## src/hdl/cst_pkg.sv

```systemverilog
// ----------------------------------------------------------------------------
// C source tokenizer package
// Result kinds, separator codes and the fixed separator table with its
// priority matcher.
// ----------------------------------------------------------------------------
package cst_pkg;

  localparam int LOOKAHEAD_BYTES    = 3;
  localparam int COUNT_BITS_DEFAULT = 16;
  localparam int NUM_SEPS           = 52;

  typedef enum logic [1:0] {
    KIND_WORD    = 2'd0,
    KIND_SEP     = 2'd1,
    KIND_SUMMARY = 2'd2
  } kind_t;

  localparam logic [5:0] SEP_LINE_OPEN    = 6'd0;
  localparam logic [5:0] SEP_BLOCK_OPEN   = 6'd3;
  localparam logic [5:0] SEP_BLOCK_CLOSE  = 6'd4;
  localparam logic [5:0] SEP_CHAR_QUOTE   = 6'd5;
  localparam logic [5:0] SEP_SPACE        = 6'd44;
  localparam logic [5:0] SEP_NEWLINE      = 6'd49;
  localparam logic [5:0] SEP_TAB          = 6'd50;
  localparam logic [5:0] SEP_STRING_QUOTE = 6'd51;

  // Each entry holds {third, second, first} byte; unused bytes are zero.
  localparam logic [23:0] SEP_BYTES [NUM_SEPS] = '{
    24'h002F2F, 24'h3D3E3E, 24'h3D3C3C, 24'h002A2F, 24'h002F2A, 24'h000027,
    24'h003D2B, 24'h003D2D, 24'h003D2A, 24'h003D2F, 24'h003D3D, 24'h002B2B,
    24'h002D2D, 24'h003D3E, 24'h003D3C, 24'h003D21, 24'h002626, 24'h007C7C,
    24'h005E5E, 24'h003D5E, 24'h003D7C, 24'h003D26, 24'h003D7E, 24'h003E3E,
    24'h003C3C, 24'h00003E, 24'h00003C, 24'h00002B, 24'h00002D, 24'h00002A,
    24'h00002F, 24'h00003D, 24'h000021, 24'h00003F, 24'h000026, 24'h00007C,
    24'h00005E, 24'h00007E, 24'h000028, 24'h000029, 24'h00005B, 24'h00005D,
    24'h00007B, 24'h00007D, 24'h000020, 24'h00002E, 24'h00002C, 24'h00003B,
    24'h00003A, 24'h00000A, 24'h000009, 24'h000022
  };

  localparam logic [1:0] SEP_LEN [NUM_SEPS] = '{
    2'd2, 2'd3, 2'd3, 2'd2, 2'd2, 2'd1,
    2'd2, 2'd2, 2'd2, 2'd2, 2'd2, 2'd2,
    2'd2, 2'd2, 2'd2, 2'd2, 2'd2, 2'd2,
    2'd2, 2'd2, 2'd2, 2'd2, 2'd2, 2'd2,
    2'd2, 2'd1, 2'd1, 2'd1, 2'd1, 2'd1,
    2'd1, 2'd1, 2'd1, 2'd1, 2'd1, 2'd1,
    2'd1, 2'd1, 2'd1, 2'd1, 2'd1, 2'd1,
    2'd1, 2'd1, 2'd1, 2'd1, 2'd1, 2'd1,
    2'd1, 2'd1, 2'd1, 2'd1
  };

  typedef struct packed {
    logic       hit;
    logic [5:0] idx;
    logic [1:0] len;
  } sep_hit_t;

  // First table entry, in table order, that matches the valid window bytes.
  function automatic sep_hit_t sep_find(input logic [7:0] w0, input logic [7:0] w1,
                                        input logic [7:0] w2, input logic [1:0] fill);
    sep_hit_t res;
    logic     ok;
    res = '0;
    for (int k = 0; k < NUM_SEPS; k++) begin
      ok = (SEP_LEN[k] <= fill) && (w0 == SEP_BYTES[k][7:0]) &&
           ((SEP_LEN[k] < 2'd2) || (w1 == SEP_BYTES[k][15:8])) &&
           ((SEP_LEN[k] < 2'd3) || (w2 == SEP_BYTES[k][23:16]));
      if (ok && !res.hit) begin
        res.hit = 1'b1;
        res.idx = 6'(k);
        res.len = SEP_LEN[k];
      end
    end
    return res;
  endfunction

endpackage

```

## src/hdl/c_source_tokenizer.sv

```systemverilog
// ----------------------------------------------------------------------------
// C source tokenizer
// Splits a byte stream of C source text into word bytes and separator
// tokens over a three-byte lookahead window, and closes each text with a
// summary record carrying the block count.
// ----------------------------------------------------------------------------
//  channel | handshake            | payload
//  input   | in_valid / in_ready  | in_byte, end_of_input
//  output  | out_valid / out_ready| kind, byte_value, separator_index,
//          |                      | starts_token, quoted_or_comment,
//          |                      | block_count, last_of_run
//
// One source byte is taken per cycle and yields at most one registered result.
// The last byte of a text starts a drain that judges one item at a time, a word
// byte or a whole separator, and then issues the summary record, paced by the
// single window matcher; no byte is taken during the drain.
// Reset is synchronous; there is no clearing pass.
// A stalled output holds its result and stops intake until it is taken.
// ----------------------------------------------------------------------------
module c_source_tokenizer #(
  parameter int COUNT_BITS = cst_pkg::COUNT_BITS_DEFAULT
) (
  input  logic              clk,
  input  logic              rst,
  input  logic              in_valid,
  output logic              in_ready,
  input  logic [7:0]        in_byte,
  input  logic              end_of_input,
  output logic              out_valid,
  input  logic              out_ready,
  output cst_pkg::kind_t    kind,
  output logic [7:0]        byte_value,
  output logic [5:0]        separator_index,
  output logic              starts_token,
  output logic              quoted_or_comment,
  output logic [15:0]       block_count,
  output logic              last_of_run
);
  import cst_pkg::*;

  localparam logic [COUNT_BITS-1:0] COUNT_MAX = '1;

  logic [7:0]            win [LOOKAHEAD_BYTES];
  logic [1:0]            fill;
  logic                  after_sep;
  logic                  in_string_quote;
  logic                  in_char_quote;
  logic                  in_line_comment;
  logic                  in_block_comment;
  logic [COUNT_BITS-1:0] block_counter;
  logic                  draining;

  logic [7:0]            win_next [LOOKAHEAD_BYTES];
  logic [1:0]            fill_next;
  logic                  after_sep_next;
  logic                  in_string_quote_next;
  logic                  in_char_quote_next;
  logic                  in_line_comment_next;
  logic                  in_block_comment_next;
  logic [COUNT_BITS-1:0] block_counter_next;
  logic                  draining_next;

  logic [7:0]            w [LOOKAHEAD_BYTES];
  logic [7:0]            shifted [LOOKAHEAD_BYTES];
  logic [1:0]            wfill;
  logic                  out_free;
  logic                  accept;
  logic                  judge_en;
  logic                  summary_en;
  logic                  emit_word;
  logic                  emit_sep;
  logic                  quoted;
  logic                  white;
  logic [1:0]            drop_len;
  logic [2:0]            src;
  logic [COUNT_BITS-1:0] count_a;
  logic [COUNT_BITS-1:0] total;
  sep_hit_t              hit;

  assign out_free = !out_valid || out_ready;
  assign in_ready = !draining && out_free;
  assign accept   = in_valid && in_ready;

  always_comb begin
    for (int i = 0; i < LOOKAHEAD_BYTES; i++) begin
      w[i] = (!draining && fill == 2'(i)) ? in_byte : win[i];
    end
  end

  assign wfill      = draining ? fill : fill + 2'd1;
  assign judge_en   = draining ? (out_free && fill != 2'd0)
                               : (accept && !end_of_input && wfill == 2'(LOOKAHEAD_BYTES));
  assign summary_en = draining && out_free && fill == 2'd0;
  assign hit        = sep_find(w[0], w[1], w[2], wfill);
  assign quoted     = in_string_quote || in_char_quote || in_line_comment || in_block_comment;
  assign white      = hit.idx == SEP_SPACE || hit.idx == SEP_TAB || hit.idx == SEP_NEWLINE;
  assign emit_word  = judge_en && !hit.hit;
  assign emit_sep   = judge_en && hit.hit && (quoted || !white);
  assign drop_len   = hit.hit ? hit.len : 2'd1;
  assign count_a    = (judge_en && hit.hit && !after_sep && block_counter < COUNT_MAX)
                      ? block_counter + 1'b1 : block_counter;
  assign total      = (block_counter < COUNT_MAX) ? block_counter + 1'b1 : COUNT_MAX;

  always_comb begin
    src = '0;
    for (int i = 0; i < LOOKAHEAD_BYTES; i++) begin
      src        = 3'(i) + {1'b0, drop_len};
      shifted[i] = (src < 3'(LOOKAHEAD_BYTES)) ? w[src[1:0]] : w[i];
    end
  end

  always_comb begin
    win_next              = win;
    fill_next             = fill;
    after_sep_next        = after_sep;
    in_string_quote_next  = in_string_quote;
    in_char_quote_next    = in_char_quote;
    in_line_comment_next  = in_line_comment;
    in_block_comment_next = in_block_comment;
    block_counter_next    = block_counter;
    draining_next         = draining;
    if (summary_en) begin
      fill_next             = 2'd0;
      after_sep_next        = 1'b1;
      in_string_quote_next  = 1'b0;
      in_char_quote_next    = 1'b0;
      in_line_comment_next  = 1'b0;
      in_block_comment_next = 1'b0;
      block_counter_next    = '0;
      draining_next         = 1'b0;
    end else if (judge_en) begin
      win_next  = shifted;
      fill_next = wfill - drop_len;
      if (hit.hit) begin
        after_sep_next = 1'b1;
        if (hit.idx == SEP_CHAR_QUOTE)   in_char_quote_next    = !in_char_quote;
        if (hit.idx == SEP_STRING_QUOTE) in_string_quote_next  = !in_string_quote;
        if (hit.idx == SEP_LINE_OPEN)    in_line_comment_next  = 1'b1;
        if (hit.idx == SEP_NEWLINE)      in_line_comment_next  = 1'b0;
        if (hit.idx == SEP_BLOCK_OPEN)   in_block_comment_next = 1'b1;
        if (hit.idx == SEP_BLOCK_CLOSE)  in_block_comment_next = 1'b0;
        block_counter_next = (emit_sep && count_a < COUNT_MAX) ? count_a + 1'b1 : count_a;
      end else begin
        after_sep_next = 1'b0;
      end
    end else if (accept) begin
      win_next      = w;
      fill_next     = wfill;
      draining_next = end_of_input;
    end
  end

  always_ff @(posedge clk) begin
    if (rst) begin
      fill             <= 2'd0;
      after_sep        <= 1'b1;
      in_string_quote  <= 1'b0;
      in_char_quote    <= 1'b0;
      in_line_comment  <= 1'b0;
      in_block_comment <= 1'b0;
      block_counter    <= '0;
      draining         <= 1'b0;
      out_valid        <= 1'b0;
    end else begin
      fill             <= fill_next;
      after_sep        <= after_sep_next;
      in_string_quote  <= in_string_quote_next;
      in_char_quote    <= in_char_quote_next;
      in_line_comment  <= in_line_comment_next;
      in_block_comment <= in_block_comment_next;
      block_counter    <= block_counter_next;
      draining         <= draining_next;
      if (out_free) begin
        out_valid <= emit_word || emit_sep || summary_en;
      end
    end
  end

  always_ff @(posedge clk) begin
    win <= win_next;
    if (out_free) begin
      if (summary_en) begin
        kind              <= KIND_SUMMARY;
        byte_value        <= 8'd0;
        separator_index   <= 6'd0;
        starts_token      <= 1'b0;
        quoted_or_comment <= 1'b0;
        block_count       <= 16'(total);
        last_of_run       <= 1'b1;
      end else if (emit_word) begin
        kind              <= KIND_WORD;
        byte_value        <= w[0];
        separator_index   <= 6'd0;
        starts_token      <= after_sep;
        quoted_or_comment <= quoted;
        block_count       <= 16'd0;
        last_of_run       <= !draining;
      end else if (emit_sep) begin
        kind              <= KIND_SEP;
        byte_value        <= 8'd0;
        separator_index   <= hit.idx;
        starts_token      <= 1'b0;
        quoted_or_comment <= quoted;
        block_count       <= 16'd0;
        last_of_run       <= !draining;
      end
    end
  end

endmodule

```

## config.mk

```make
export PLATFORM = sky130hd
export DESIGN_NAME = c_source_tokenizer
export DESIGN_NICKNAME = d
export VERILOG_FILES = /design/src/hdl/cst_pkg.sv /design/src/hdl/c_source_tokenizer.sv
export SDC_FILE = /design/constraint.sdc
export NUM_CORES = 1
export LEC_CHECK = 0
export ABC_AREA = 0
export BUFFER_PORTS_ARGS = -buffer_cell sky130_fd_sc_hd__buf_2
export CORE_MARGIN = 5
export CORE_UTILIZATION = 55
export DETAILED_ROUTE_END_ITERATION = 16
export GPL_TIMING_DRIVEN = 0
export MAX_ROUTING_LAYER = met4
export PLACE_DENSITY = 0.74
export SETUP_SLACK_MARGIN = 0.05
export SYNTH_ARGS = -nofsm -noshare
export SYNTH_HDL_FRONTEND = slang
export SYNTH_SLANG_ARGS = --single-unit
export TNS_END_PERCENT = 100
```

## constraint.sdc

```tcl
create_clock -name clk -period 6 [get_ports clk]
set_input_delay 1.8 -clock clk [delete_from_list [all_inputs] [get_ports clk]]
set_output_delay 1.8 -clock clk [all_outputs]
set_load 0.05 [all_outputs]
```

==> run summary <==
The run finished with clean final reports. Along the worst path, the maximum fanout reaches 10. Among all flip-flop cells after synthesis, the most frequent one is sky130_fd_sc_hd__edfxtp_1. At the pin with the least slew margin, the transition time is 1020 ps. The area share of the largest cell type after synthesis is 0.274. The worst voltage drop across the vdd grid came out at 0.277 mV.

The number of antenna violations at the first check in global routing came out at 0. The synthesized design spends more area on one cell type than any other, namely sky130_fd_sc_hd__edfxtp_1. The power per standard cell area is 383 mW/mm^2. By count the netlist is led by sky130_fd_sc_hd__nand2_1 (86), sky130_fd_sc_hd__nor2_1 (79), sky130_fd_sc_hd__a21oi_1 (60). Between clock sinks in the finished design, the worst skew comes to 10.8 ps. Buffers inserted during clock tree synthesis total 9. The clock period minus worst slack is roughly 5800 ps.

The final instance count without filler cells came out at 965. CTS placed an instance of sky130_fd_sc_hd__clkbuf_16 at the clock tree root. The detailed router's first-iteration violation count came out at 851.

The sequential area share after synthesis is 0.352. Counting instances, the worst hold path has a depth of 2. The number of global-route vias before repair is 6,248. Counting flops with an async set or reset pin after synthesis yields a share of 0. The detail route stage leaves a number of antenna-violating nets equal to 0.

The layout overhead on the synthesized area is 13.4%. The total number of yosys warnings came out at 0. The CTS clock-pin slew for the worst setup and hold paths is 70 ps.

The detailed-router iteration count before antenna repair is 6. The count of pins over their slew limit was 0. The chip width came out at 118 um. The relative max-transition margin is 0.299. The tool flagged a number of max-cap violations equal to 0. The HPWL reported at the end of detailed placement came out at 15,600 um. The number of endpoints with negative hold slack in the final report came out at 0. The via count came out at ~6.4k.

Data arrives at the worst endpoint at a little over 6000 ps. The kind of start point of the critical path is an input pin. 0 antenna diodes ended up in the layout.

The worst hold endpoint is in_char_quote. After global routing the overflow that remains totals 0. The number of distinct standard cells referenced by the synthesized netlist is 79. The endpoint identified for the worst register-to-register timing path is block_counter[14]. The leakage dissipation is 0.00273 uW. The maximum buffer depth of the clock tree came out at 2. The vertical die dimension is approximately 120 um. The number of rows created at floorplan came out at 39. The area of the core is 0.0115 mm^2. The starting density of the core came out at 0.563.

Using the TritonRoute via totals, the vias-per-cell ratio works out to 6.64. The layout net count came out at 838. The critical path class is in -> reg. The I/O pin total is 50.

The post-route setup TNS came out at 0 ps. The number of synthesized flops with an enable pin came out at 59. For this run, the share of the core covered by cells in the final layout is 0.639.

The most instantiated library cell after synthesis is sky130_fd_sc_hd__nand2_1. The port buffer count came out at 48. The summed instance area of the synthesized netlist came out at around 0.0065 mm^2.

The instance count after placement with tap cells included came out at ~950. The number of nets in the synthesized netlist is just under 800. For the worst flop-to-flop path, the logic depth is 17.

The congestion estimate from routability-driven global placement came to 0.982. Timing would allow up to 0.173 GHz. The number of instances in the synthesized netlist is 754. The startpoint identified for the worst register-to-register timing path is fill[1]. The post-synthesis register bit count came out at 84. The total die area is 0.0140 mm^2. For this run, the total global-route usage over all layers was measured as 0.301.

Sorting the synthesized cells by area gives the leading types as sky130_fd_sc_hd__edfxtp_1 (27%), sky130_fd_sc_hd__dfxtp_1 (7.8%), sky130_fd_sc_hd__mux2i_1 (5.4%). Data on the critical path is required at its endpoint by 6290 ps. The DRC violation count after routing came out at 0. The first global-routing pass estimated 33,000 um of wire. In the final layout, the share of cells above drive strength 1 is 0.168. The worst setup path is captured at a flip-flop. Setup repair after global routing left no endpoint under its margin. A synthesized cell averages around 8.6 um^2. The number of failing setup endpoints in the final timing report is 0. The worst hold path begins at in_char_quote. The largest net degree at the start of global routing is 36. The worst reg-to-reg setup slack is between 400 and 500 ps. The depth of the CTS H-tree is 3. The total wire length came out at 20,900 um.

The routed wire length per instance is between 20 and 25 um. The period utilization came out at 0.964. The clock tree from TritonCTS is yes.

The kind of path behind the tightest hold check is reg -> reg. The clock latency of the later-clocked register in the worst-skew pair came out at 360 ps. The count of clock tree sinks came out at 84.
==> area by class of cell <==
cell class	count	area (um^2)
inverters	19	71.3
fillers	1003	4150
plain buffers	35	190
flip-flops and latches	84	2270
repair buffers	53	285
clock inverters	7	85.1
clock buffers	9	225
multi-input cells	615	4010
well taps	143	179
==> registers in the layout, summed over array words and instances, names as in the netlist <==
name	count
block_counter	16
block_count	16
after_sep	1
in_string_quote	1
byte_value	8
fill	2
in_char_quote	1
separator_index	6
out_valid	1
in_block_comment	1
win	24
draining	1
in_line_comment	1
starts_token	1
quoted_or_comment	1
kind	2
last_of_run	1
==> stage by stage <==
step | worst slack [ps] | instance area [um^2] | power (uW) | hold WS (ps)
after global placement | -1270 | 6870 | 2150 | 495
after detailed placement | -1310 | 6890 | 2170 | 509
after CTS | 52.9 | 7270 | 2770 | 528
final | 213 | 7320 | 2810 | 517
after floorplan | 348 | 6450 | 1830 | 474
after global routing | 61.5 | 7320 | 2930 | 572
==> worst max-delay path by stage <==
stage	startpoint	to	slack (ps)	cells after the start
after floorplan	out_ready	block_counter[14]	350	12
after global placement	in_byte[2]	win[14]	-1270	17
after detailed placement	in_byte[2]	win[8]	-1310	17
after CTS	in_byte[2]	win[8]	50	17
after global routing	in_byte[0]	block_counter[14]	60	15
final	in_byte[0]	block_counter[14]	210	15
==> worst max-delay path: stages <==
cell and delay (ps):
sky130_fd_sc_hd__buf_2 170, sky130_fd_sc_hd__nand2b_1 190, sky130_fd_sc_hd__mux2_2 210, sky130_fd_sc_hd__buf_2 250, sky130_fd_sc_hd__o22ai_1 130, sky130_fd_sc_hd__and3_1 220
sky130_fd_sc_hd__a221o_2 430, sky130_fd_sc_hd__nor3_4 420, sky130_fd_sc_hd__a21oi_2 170, sky130_fd_sc_hd__mux2_4 340, sky130_fd_sc_hd__a2111o_1 420, sky130_fd_sc_hd__or4b_4 560
sky130_fd_sc_hd__a2111oi_4 270, sky130_fd_sc_hd__mux2_4 340, sky130_fd_sc_hd__a21oi_2 130
==> power by group <==
group	internal [uW]	switching, uW
registers	807	79.8
clock network	330	262
logic	391	935
==> cell usage in the layout (no fill, tap or decap), drive strengths merged, types with 7 or more instances in the layout <==
| master | netlist | routed |
|---|---|---|
| nand2 | 86 | 86 |
| nor2 | 79 | 79 |
| a21oi | 62 | 62 |
| buf | 7 | 60 |
| edfxtp | 59 | 59 |
| mux2i | 38 | 38 |
| clkbuf | 29 | 37 |
| nand3 | 33 | 33 |
| o21ai | 33 | 33 |
| dfxtp | 25 | 25 |
| nand2b | 22 | 22 |
| nor3 | 22 | 22 |
| inv | 19 | 21 |
| xnor2 | 19 | 19 |
| mux2 | 17 | 17 |
| nand4 | 16 | 16 |
| xor2 | 15 | 15 |
| nor4 | 13 | 13 |
| and2 | 11 | 11 |
| and3 | 10 | 10 |
| a211oi | 10 | 10 |
| a31oi | 9 | 9 |
| ha | 8 | 8 |
| o22ai | 7 | 7 |
| or2 | 7 | 7 |
| nor2b | 7 | 7 |
==> kinds of logic after synthesis <==
logic type	after synthesis	synth area share
flip-flops	84	0.352
XOR/XNOR	34	0.0461
adder cells (fa/ha/maj)	8	0.0155
multiplexers	55	0.0921
AO/OA/AOI/OAI	185	0.190
AND/OR/NAND/NOR	333	0.264
buffers and inverters	55	0.0403
==> per-layer routing <==
layer	track usage	share of wire	up-vias
met4	0.157	0.047	0
met3	0.0535	0.066	82
li1	-	-	2954
met5	-	0	-
met1	0.348	0.40	3040
met2	0.500	0.49	330
==> timing repair <==
item | in CTS | in global routing
hold buffers | 0 | 0
endpoints found under the setup margin | 71 | 19
gates resized for setup | 12 | 14
buffers inserted | 3 | 1
pin swaps | 1 | 2
Note: power is estimated with default switching activity, not from simulation.
